**src/design/assert_macros.svh**
```systemverilog
// Assertion helpers shared by the RTL.
`ifndef ASSERT_MACROS_SVH
`define ASSERT_MACROS_SVH
`ifndef SYNTHESIS
`define ASSERT_CLK(label, prop, msg) \
  label: assert property (@(posedge clk_i) disable iff (!rst_ni) prop) else $error(msg);
`define ASSERT_NEVER(label, cond, msg) \
  label: assert property (@(posedge clk_i) disable iff (!rst_ni) !(cond)) else $error(msg);
`else
`define ASSERT_CLK(label, prop, msg)
`define ASSERT_NEVER(label, cond, msg)
`endif
`endif

```
**src/design/pfls_pkg.sv**
```systemverilog
package pfls_pkg;
  localparam int unsigned FlowEntriesDefault = 1024;
  localparam int unsigned CntW  = 48;
  localparam int unsigned ByteW = 64;
  localparam int unsigned TimeW = 64;
  localparam int unsigned FiuW  = 11;
  localparam int unsigned PctW  = 7;
  localparam int unsigned CfgIdxW = 2;
  localparam logic [FiuW-1:0]  FiuReset  = 11'd1024;
  localparam logic [TimeW-1:0] TimeReset = 64'd1000000000;
  localparam logic [6:0] Percent = 7'd100;

  typedef enum logic [1:0] {
    FUNC_RECORD = 2'd0,
    FUNC_QUERY  = 2'd1,
    FUNC_AGG    = 2'd2,
    FUNC_FLUSH  = 2'd3
  } func_e;

  typedef enum logic [1:0] {
    CFG_FLOWS  = 2'd0,
    CFG_WINDOW = 2'd1,
    CFG_IDLE   = 2'd2
  } cfg_idx_e;

  typedef enum logic [3:0] {
    ST_CLEAR,
    ST_IDLE,
    ST_RD,
    ST_WR,
    ST_SWEEP,
    ST_SWLAST,
    ST_DIV,
    ST_OUT
  } state_e;

  typedef struct packed {
    logic clr_wr;
    logic load;
    logic rd;
    logic wr;
    logic sw_rd;
    logic acc;
    logic div_start;
    logic out_load;
  } cmd_t;

  typedef struct packed {
    logic clr_done;
    logic sw_last;
    logic div_busy;
  } sts_t;
endpackage

```
**src/design/pfls_ctrl.sv**
```systemverilog
module pfls_ctrl
  import pfls_pkg::*;
(
  input  logic  clk_i,
  input  logic  rst_ni,
  input  logic  in_valid_i,
  input  func_e func_i,
  input  logic  out_free_i,
  input  sts_t  sts_i,
  output logic  in_ready_o,
  output cmd_t  cmd_o
);
  `include "assert_macros.svh"
  state_e state_q, state_d;
  func_e  func_q;
  logic   acc_in;

  always_ff @(posedge clk_i or negedge rst_ni) begin
    if (!rst_ni) begin
      state_q <= ST_CLEAR;
      func_q  <= FUNC_RECORD;
    end else begin
      state_q <= state_d;
      if (acc_in) func_q <= func_i;
    end
  end

  assign acc_in = in_valid_i && in_ready_o;

  always_comb begin
    state_d    = state_q;
    cmd_o      = '0;
    in_ready_o = 1'b0;
    case (state_q)
      ST_CLEAR: begin
        cmd_o.clr_wr = 1'b1;
        if (sts_i.clr_done) state_d = ST_IDLE;
      end
      ST_IDLE: begin
        in_ready_o = 1'b1;
        if (in_valid_i) begin
          cmd_o.load = 1'b1;
          if (func_i inside {FUNC_AGG, FUNC_FLUSH}) begin
            state_d = ST_SWEEP;
          end else begin
            cmd_o.rd = 1'b1;
            state_d  = ST_RD;
          end
        end
      end
      ST_RD: begin
        if (func_q == FUNC_RECORD) begin
          cmd_o.wr = 1'b1;
          state_d  = ST_IDLE;
        end else begin
          cmd_o.div_start = 1'b1;
          state_d = ST_DIV;
        end
      end
      ST_SWEEP: begin
        cmd_o.sw_rd = 1'b1;
        if (sts_i.sw_last) state_d = ST_SWLAST;
      end
      ST_SWLAST: begin
        cmd_o.acc = 1'b1;
        state_d   = ST_WR;
      end
      ST_WR: begin
        cmd_o.div_start = 1'b1;
        state_d = ST_DIV;
      end
      ST_DIV: begin
        if (!sts_i.div_busy) state_d = ST_OUT;
      end
      ST_OUT: begin
        if (out_free_i) begin
          cmd_o.out_load = 1'b1;
          state_d = ST_IDLE;
        end
      end
      default: state_d = ST_IDLE;
    endcase
  end

  `ASSERT_CLK(a_out_after_div, cmd_o.out_load |-> !sts_i.div_busy, "output while dividing")
  `ASSERT_NEVER(a_rd_wr, cmd_o.rd && cmd_o.wr, "read and write together")
  `ASSERT_CLK(a_clr_no_in, (state_q == ST_CLEAR) |-> !in_ready_o, "input during clear")
endmodule

```
**config.mk**
```make
export PLATFORM = sky130hd
export DESIGN_NAME = pfls_ctrl
export DESIGN_NICKNAME = d
export VERILOG_FILES = /design/src/design/pfls_pkg.sv /design/src/design/pfls_ctrl.sv
export VERILOG_INCLUDE_DIRS = /design/src /design/src/design
export SDC_FILE = /design/constraint.sdc
export NUM_CORES = 1
export LEC_CHECK = 0
export BUFFER_PORTS_ARGS = -buffer_cell sky130_fd_sc_hd__buf_2
export CAP_MARGIN = 25
export CORE_AREA = 2 2 39 41
export CTS_CLUSTER_SIZE = 25
export DETAILED_ROUTE_END_ITERATION = 7
export DIE_AREA = 0 0 41 43
export GPL_TIMING_DRIVEN = 0
export PLACE_DENSITY_LB_ADDON = 0.15
export SKIP_LAST_GASP = 1
export SLEW_MARGIN = 20
export SYNTH_ARGS = -nofsm -noshare
export SYNTH_HDL_FRONTEND = slang
export SYNTH_SLANG_ARGS = --single-unit
```
**constraint.sdc**
```tcl
create_clock -name clk_i -period 2.45 [get_ports clk_i]
set_input_delay 0.245 -clock clk_i [delete_from_list [all_inputs] [get_ports clk_i]]
set_output_delay 0.245 -clock clk_i [all_outputs]
set_load 0.03 [all_outputs]
```
==> results of run 1 <==
## repair_timing
item	CTS	global route
endpoints found under the hold margin	5	0
hold buffers	1	0
buffers inserted	0	0
endpoints found under the setup margin	0	0
## power by group through the flow
stage | Combinational, mW | Clock (mW) | Sequential [mW]
after floorplan | 0.381 | 0 | 0.153
after global placement | 0.477 | 0 | 0.161
after detailed placement | 0.478 | 0 | 0.162
after CTS | 0.479 | 0.0976 | 0.161
after global routing | 0.521 | 0.0993 | 0.165
final | 0.472 | 0.0912 | 0.160
## sequential cells by signal, summed over array words and instances, names as in the netlist
register,flops
func_q,2
state_q,3
## metal layers
metal,part of all wire,wire length (µm),global-route usage,up-vias
li1,-,-,-,194
met1,0.44,354,0.1287,159
met2,0.49,394,0.1531,13
met3,0.072,58,0.01571,0
met4,0,0,0.1000,0
met5,0,0,0,-
## worst paths after layout
| path | from | end | cells after the start |
|---|---|---|---|
| worst max-delay path | state_q[0] | cmd_o[4] | 4 |
| worst min-delay path | func_i[0] | func_q[0] | 2 |
| worst max register to register | state_q[0] | state_q[0] | 5 |
| worst min register to register | func_q[0] | func_q[0] | 1 |
| max in group asynchronous | rst_ni | state_q[2] | 2 |
| min in group asynchronous | rst_ni | func_q[1] | 2 |
## final cells by class
class                      instances  area, µm²
multi-input combinational         33      224.0
fill                             151      857.1
buffer                             4      28.78
inverter                           2      7.507
clock buffer                       4      26.28
sequential                         5      125.1
tap                               16      20.02
timing repair buffer              18      95.09
## cell usage after synthesis (all sizes together) (2+ instances only)
master,n
mux2i,2
mux2,3
buf,4
dfrtp,5
inv,2
o21ai,3
nor3,3
nor2,6
o31ai,2
nor2b,3
nand2,3
## logic make-up after synthesis
group | synth area share
and+or+nand+nor | 0.2435
AOI/OAI and AO/OA | 0.1883
muxes | 0.1493
buffers and inverters | 0.09417
DFF | 0.3247
## through the flow
step | setup slack, ns | util | cell area (µm²) | hold WS, ns | total power, mW
2_1_floorplan | 0.5090 | - | 385.4 | -0.05059 | 0.5340
3_3_place_gp | 1.041 | 0.3544 | 490.5 | 0.06370 | 0.6376
3_5_place_dp | 1.039 | 0.3544 | 490.5 | 0.06381 | 0.6395
4_1_cts | 0.7756 | 0.3807 | 526.8 | 0.2408 | 0.7375
5_1_grt | 0.7182 | 0.3807 | 526.8 | 0.2533 | 0.7856
6_report | 0.7916 | 0.3807 | 526.8 | 0.2472 | 0.7227
## worst max-delay path: cells and delay by family (launching register included)
family,cells,cell delay (ns)
DFF,1,0.40
buffers and inverters,2,0.39
and+or+nand+nor,2,0.38
==> results.yml, run 1 <==
place:
  place_inst: 77
  hpwlAfterDp_um: 669.8
  portBuffers: 17
  finalWeightedCongestion: 0.6230
yosys:
  ys_types: 22
  syn_area_per_cell_um2: 8.758
  async_flop_share: 1.000
  synth-edff-count: 0
  synth_area_um2: 385.4
  synth_seq_cells: 5
  yosys.area.top_type: "dfrtp_1"
  synth_cells: 44
  yosysTopAreaCellShare: 0.3247
  yosysWarnings: 0
  netlist_top_cells_area: "dfrtp_1 32%, mux2_2 5.8%, nor2_1 5.8%, o311a_4 5.5%, mux2i_1 5.2%"
  syn_nets: 53
  seq_area_frac_synth: 0.3247
  synth_ff_type: "dfrtp_1"
clock_network:
  root_buffer: "clkbuf_4"
  cts_tree: "done"
  clockBufferDepth: 2
  worstSkewPairLatency_ns: 0.23
  cts_resized: 0
  path_clk_slew_ns: 0.04
  cts_inserted_buffers: 3
  h-tree-depth: 1
  clock_sinks: 5
layout:
  final_cell_mix: "19 x buf_2, 6 x nor2_1, 5 x dfrtp_1"
  finalNonFillerCells: 82
  layout_commonest_cell: "buf_2"
  area_delta_synth_final_pct: 36.69
  diodes: 0
  layout-drive-gt1-share: 0.4394
  nets: 76
critical_path:
  cpMaxStageDelayCell: "dfrtp_1"
  cp-start-kind: "flip-flop"
  worst_path_largest_cell_delay_ns: 0.40
  path_class: "flip-flop to output pin"
  rrSetupSlack_ns: 1.09
  critPathRequiredTime_ns: 2.20
  critPathCaptureType: "output pin"
  path_common_cell: "buf_2"
  worstPathMaxFanout: 10
  crit_chain: "buf_2 -> nor3_1 -> nor2b_1 -> buf_2"
  critPathArrivalTime_ns: 1.41
timing:
  hold_violations: 0
  period_needed_ns: 1.658
  tightest_slew_ns: 0.2416
  grt_setup_unrepaired: "false"
  slew_viol_final: 0
  fin_setup_tns_ns: 0
  period_share: 0.6769
  max_freq_ghz: 0.6030
  skew_ns: 0.0002078
  finalSetupViolations: 0
  max_slew_margin: 0.8388
floorplanning:
  chipHeight_um: 43
  core_area_mm2: 0.001384
  placementRows: 14
  initial_utilization: 0.2785
  die_x_um: 41
  ios: 18
  fp.dieArea_mm2: 0.001763
drt:
  drcViolationCount: 0
  via_per_inst: 4.463
  drt-pass1-iter-count: 4
  vias: 366
  wirelength_um: 808
  antenna_left: 0
  drt_iter0_drc: 12
  avgRoutedWirePerCell_um: 9.854
grt:
  grt_max_degree: 11
  grt_pass1_wl_um: 1242
  antenna_found_initial: 0
  grt_pass1_vias: 311
  gr-total-overflow: 0
  grt_usage: 0.1073
worst_hold_path:
  hp-class: "input port to flip-flop"
power:
  cellPowerDensity_mw_per_mm2: 1372
  cellInternalPower_mw: 0.3899
  seqPwrFrac: 0.221
  power_switching_mw: 0.3329
  p_leak_nw: 0.2704
  vdd_drop_max_v: 0.0004184
  pwr-share-comb: 0.653
  p_clk_frac: 0.126
  p_sw_frac: 0.4606
run_status:
  status: "completed"
run:
  maxCapViolations: 0
No activity file was read; power rests on OpenSTA's default activity.
==> run 2: changes to the inputs <==
clock period = 1.6 ns   (was 2.45 ns; I/O delays follow)
==> results.yml, run 2 (synthesis gave the netlist of run 1 again) <==
drt:
  wl_met2_um: 407
  drcViolationCount: 0
  m1WireLength_um: 390
  wirelength_um: 843
  routed-wl-met3_um: 45
  antenna_left: 0
  top_layer_used: "met3"
  vias: 362
  drt-pass1-iter-count: 2
  avgRoutedWirePerCell_um: 10.28
  via_per_inst: 4.415
  drt_iter0_drc: 3
timing:
  skew_ns: 0.002548
  slew_viol_final: 0
  grt_setup_unrepaired: "true"
  fin_setup_tns_ns: 0
  tightest_slew_ns: 0.2471
  period_needed_ns: 1.520
  period_share: 0.9498
  max_freq_ghz: 0.6580
  max_slew_margin: 0.8351
  finalSetupViolations: 0
  hold_violations: 0
  hold_slack_ns: 0.1635
clock_network:
  root_buffer: "clkbuf_4"
  post_cts_buffers: 0
  clock_sinks: 5
  cts_inserted_buffers: 3
  worstSkewPairLatency_ns: 0.24
  h-tree-depth: 1
  cts_tree: "done"
  path_clk_slew_ns: 0.04
  clockBufferDepth: 2
run:
  maxCapViolations: 0
layout:
  fillers: 152
  layout_commonest_cell: "buf_2"
  stdcell_area_um2: 561.8
  area_delta_synth_final_pct: 45.78
  regArea_um2: 126.4
  top_register: "state_q"
  top_regs: "state_q: 3 flops, func_q: 2 flops"
  largest_reg_flops: 3
  final_cell_mix: "16 x buf_2, 5 x nor2_1, 4 x clkbuf_4, 4 x dfrtp_1"
  multi_input_area_um2: 250.2
  diodes: 0
  layout-drive-gt1-share: 0.5303
  nets: 76
floorplanning:
  fp.dieArea_mm2: 0.001763
  initial_utilization: 0.2785
  core_area_mm2: 0.001384
  placementRows: 14
  die_x_um: 41
  chipHeight_um: 43
  ios: 18
critical_path:
  worstPathMaxFanout: 10
  cp-start-kind: "flip-flop"
  critPathArrivalTime_ns: 1.36
  path_class: "flip-flop to output pin"
  critPathCaptureType: "output pin"
  critPathRequiredTime_ns: 1.44
power:
  power_switching_mw: 0.5453
  seqPwrFrac: 0.230
  p_clk_frac: 0.119
  finalPower_mw: 1.179
  cellInternalPower_mw: 0.6332
  cellPowerDensity_mw_per_mm2: 2098
  vdd_drop_max_v: 0.0009116
  p_sw_frac: 0.4627
  p_leak_nw: 0.2810
  pwr-share-comb: 0.651
place:
  dpl-instance-area_um2: 495.5
  hpwlAfterDp_um: 663.2
  finalWeightedCongestion: 0.6163
  portBuffers: 17
worst_hold_path:
  hp-class: "input port to flip-flop"
grt:
  grt_max_degree: 11
  grt_usage: 0.1143
  gr-total-overflow: 0
  antenna_found_initial: 0
  grt_pass1_vias: 341
  grt_pass1_wl_um: 1338
run_status:
  status: "completed"
[run 2: cell count changes in the layout (fill, tap and decap cells not counted), moves of 2 or more]
cell / before / now
nor2b_1: 3 / 1
buf_4: 1 / 3
buf_2: 19 / 16
nor2b_2: 0 / 2
[run 2: critical path, stage by stage, from the launching register on]
cell      delay, ns
dfrtp_2        0.43
clkbuf_4       0.20
nor3_4         0.19
nor2b_2        0.15
buf_4          0.16
[run 2: path summary, 6_finish.rpt]
| path | from | endpoint | slack (ns) | depth (start not counted) |
|---|---|---|---|---|
| setup / recovery | state_q[0] | cmd_o[4] | 0.08 | 4 |
| hold / removal | func_i[0] | func_q[0] | 0.16 | 2 |
| setup reg to reg | state_q[0] | state_q[0] | 0.23 | 3 |
| hold reg to reg | func_q[0] | func_q[0] | 0.62 | 1 |
| max in group asynchronous | rst_ni | state_q[0] | 1.20 | 2 |
| min in group asynchronous | rst_ni | func_q[1] | 0.26 | 2 |
[run 2: routing by layer]
| layer | GRT usage | up-vias |
|---|---|---|
| met5 | 0 | - |
| met4 | 0.08000 | 0 |
| met3 | 0.03141 | 0 |
| met2 | 0.1594 | 10 |
| met1 | 0.1447 | 155 |
| li1 | - | 197 |
[run 2: area by class of cell]
class / count / share of cell area
multi-input cells: 33 / 0.4454
flip-flops and latches: 5 / 0.2249
repair buffers: 18 / 0.1782
plain buffers: 4 / 0.05568
clock buffers: 4 / 0.04677
well taps: 16 / 0.03563
inverters: 2 / 0.01336
[run 2: what timing repair did]
item                                    4_1_cts  5_1_grt
endpoints found under the hold margin         5        0
endpoints found under the setup margin        0        2
gates resized for setup                       0       10
hold buffers                                  1        0
[run 2: metrics by stage]
step,std cells,utilization,worst slack [ns]
global route,82,0.4060,-0.004633
detailed placement,77,0.3580,0.2597
CTS,82,0.3843,0.01887
floorplan,44,-,0.06472
global placement,77,0.3580,0.2505
finish,82,0.4060,0.08027
[run 2: power groups by stage]
stage | Sequential [mW] | Clock (mW) | Combinational, mW
global placement | 0.248 | 0 | 0.735
detailed placement | 0.247 | 0 | 0.734
CTS | 0.245 | 0.147 | 0.740
global route | 0.280 | 0.158 | 0.852
floorplan | 0.235 | 0 | 0.590
finish | 0.271 | 0.140 | 0.768
==> run 3: changes to the inputs <==
PLACE_DENSITY_LB_ADDON = default   (was 0.15)
==> results.yml, run 3 (synthesis gave the netlist of run 1 again) <==
power:
  p_leak_nw: 0.2729
  cellPowerDensity_mw_per_mm2: 2085
  vdd_drop_max_v: 0.0006100
layout:
  finalNonFillerCells: 82
  layout_commonest_cell: "buf_2"
  top_regs: "state_q: 3 flops, func_q: 2 flops"
  top_register: "state_q"
  fillers: 160
  diodes: 0
  area_delta_synth_final_pct: 42.86
  nets: 76
  multi_input_area_um2: 236.5
  largest_reg_flops: 3
  stdcell_area_um2: 550.5
  layout-drive-gt1-share: 0.5000
  regArea_um2: 125.1
  final_util: 0.3978
  final_cell_mix: "16 x buf_2, 5 x nor2_1, 5 x dfrtp_1, 4 x clkbuf_4"
grt:
  grt_usage: 0.1173
  grt_max_degree: 11
  antenna_found_initial: 0
  grt_pass1_vias: 324
  gr-total-overflow: 0
  grt_pass1_wl_um: 1331
drt:
  avgRoutedWirePerCell_um: 11.12
  via_per_inst: 4.646
  vias: 381
  drt-pass1-iter-count: 2
  drcViolationCount: 0
  antenna_left: 0
  wirelength_um: 912
  drt_iter0_drc: 2
timing:
  grt_setup_unrepaired: "true"
  period_share: 0.9517
  slew_viol_final: 0
  period_needed_ns: 1.523
  tightest_slew_ns: 0.2539
  skew_ns: 0.0006353
  fin_ws_ns: 0.07728
  finalSetupViolations: 0
  hold_slack_ns: 0.1960
  hold_violations: 0
  max_freq_ghz: 0.6567
  max_slew_margin: 0.8306
clock_network:
  clock_sinks: 5
  cts_tree: "done"
  clockBufferDepth: 2
  cts_inserted_buffers: 3
  path_clk_slew_ns: 0.04
  root_buffer: "clkbuf_4"
  worstSkewPairLatency_ns: 0.23
  h-tree-depth: 1
place:
  place_inst: 77
  pre_cts_ws_ns: 0.2559
  dpl-instance-area_um2: 495.5
  hpwlAfterDp_um: 673
  portBuffers: 17
  finalWeightedCongestion: 0.6907
critical_path:
  path_class: "flip-flop to output pin"
  worstPathMaxFanout: 4
  rrSetupSlack_ns: 0.25
  critPathArrivalTime_ns: 1.36
  reg2reg_depth: 3
  crit_start: "state_q[1]"
  r2r-end: "state_q[0]"
  critPathCaptureType: "output pin"
  cp-start-kind: "flip-flop"
  critPathRequiredTime_ns: 1.44
  r2r-start: "state_q[0]"
  endpoint: "cmd_o[5]"
floorplanning:
  ios: 18
  die_x_um: 41
  placementRows: 14
  core_area_mm2: 0.001384
  chipHeight_um: 43
  initial_utilization: 0.2785
  fp.dieArea_mm2: 0.001763
worst_hold_path:
  hp-class: "input port to flip-flop"
run:
  maxCapViolations: 0
run_status:
  status: "completed"
[run 3: worst max-delay path, cell delays in order (launching register included)]
cell,delay [ns]
dfrtp_1,0.36
nand2b_2,0.21
nor2_2,0.10
and2_4,0.17
nor2b_2,0.15
buf_6,0.13
[run 3: final cells by class]
| type | count | share of cell area |
|---|---|---|
| plain buffers | 4 | 0.05682 |
| inverters | 2 | 0.01364 |
| multi-input cells | 33 | 0.4295 |
| well taps | 16 | 0.03636 |
| clock buffers | 4 | 0.04773 |
| flip-flops and latches | 5 | 0.2273 |
| repair buffers | 18 | 0.1886 |
[run 3: stage by stage]
step / TNS [ns] / total power, mW
after floorplan: 0 / 0.8246
after global placement: 0 / 0.9688
after detailed placement: 0 / 0.9805
after CTS: 0 / 1.129
after global routing: -0.04312 / 1.245
final: 0 / 1.148
[run 3: per-layer routing]
| metal | GRT usage | routed length (µm) | up-vias | share of wire |
|---|---|---|---|---|
| met5 | 0 | 0 | - | 0 |
| met1 | 0.1250 | 357 | 169 | 0.39 |
| li1 | - | - | 199 | - |
| met4 | 0.08000 | 12 | 0 | 0.013 |
| met2 | 0.1875 | 495 | 11 | 0.54 |
| met3 | 0.03141 | 47 | 2 | 0.052 |
[run 3: where the power goes]
group          switching (mW)  leakage, nW  internal [mW]  total (mW)
Sequential             0.0592       0.0574          0.194       0.254
Combinational           0.428        0.201          0.328       0.756
Clock                  0.0440       0.0150         0.0938       0.138
[run 3: how the worst min path moves through the flow]
stage | startpoint | end | slack, ns | cells past startpoint
floorplan | rst_ni | func_q[0] | -0.14 | 0
global placement | rst_ni | func_q[0] | -0.02 | 1
finish | func_i[0] | func_q[0] | 0.20 | 2
global route | func_i[0] | func_q[0] | 0.19 | 2
CTS | func_i[0] | func_q[0] | 0.16 | 2
detailed placement | rst_ni | func_q[0] | -0.02 | 1
[run 3: repair_timing]
item | 4_1_cts | 5_1_grt
endpoints found under the setup margin | 0 | 3
endpoints found under the hold margin | 5 | 0
hold buffers | 1 | 0
buffers inserted | 0 | 0
gates resized for setup | 0 | 8
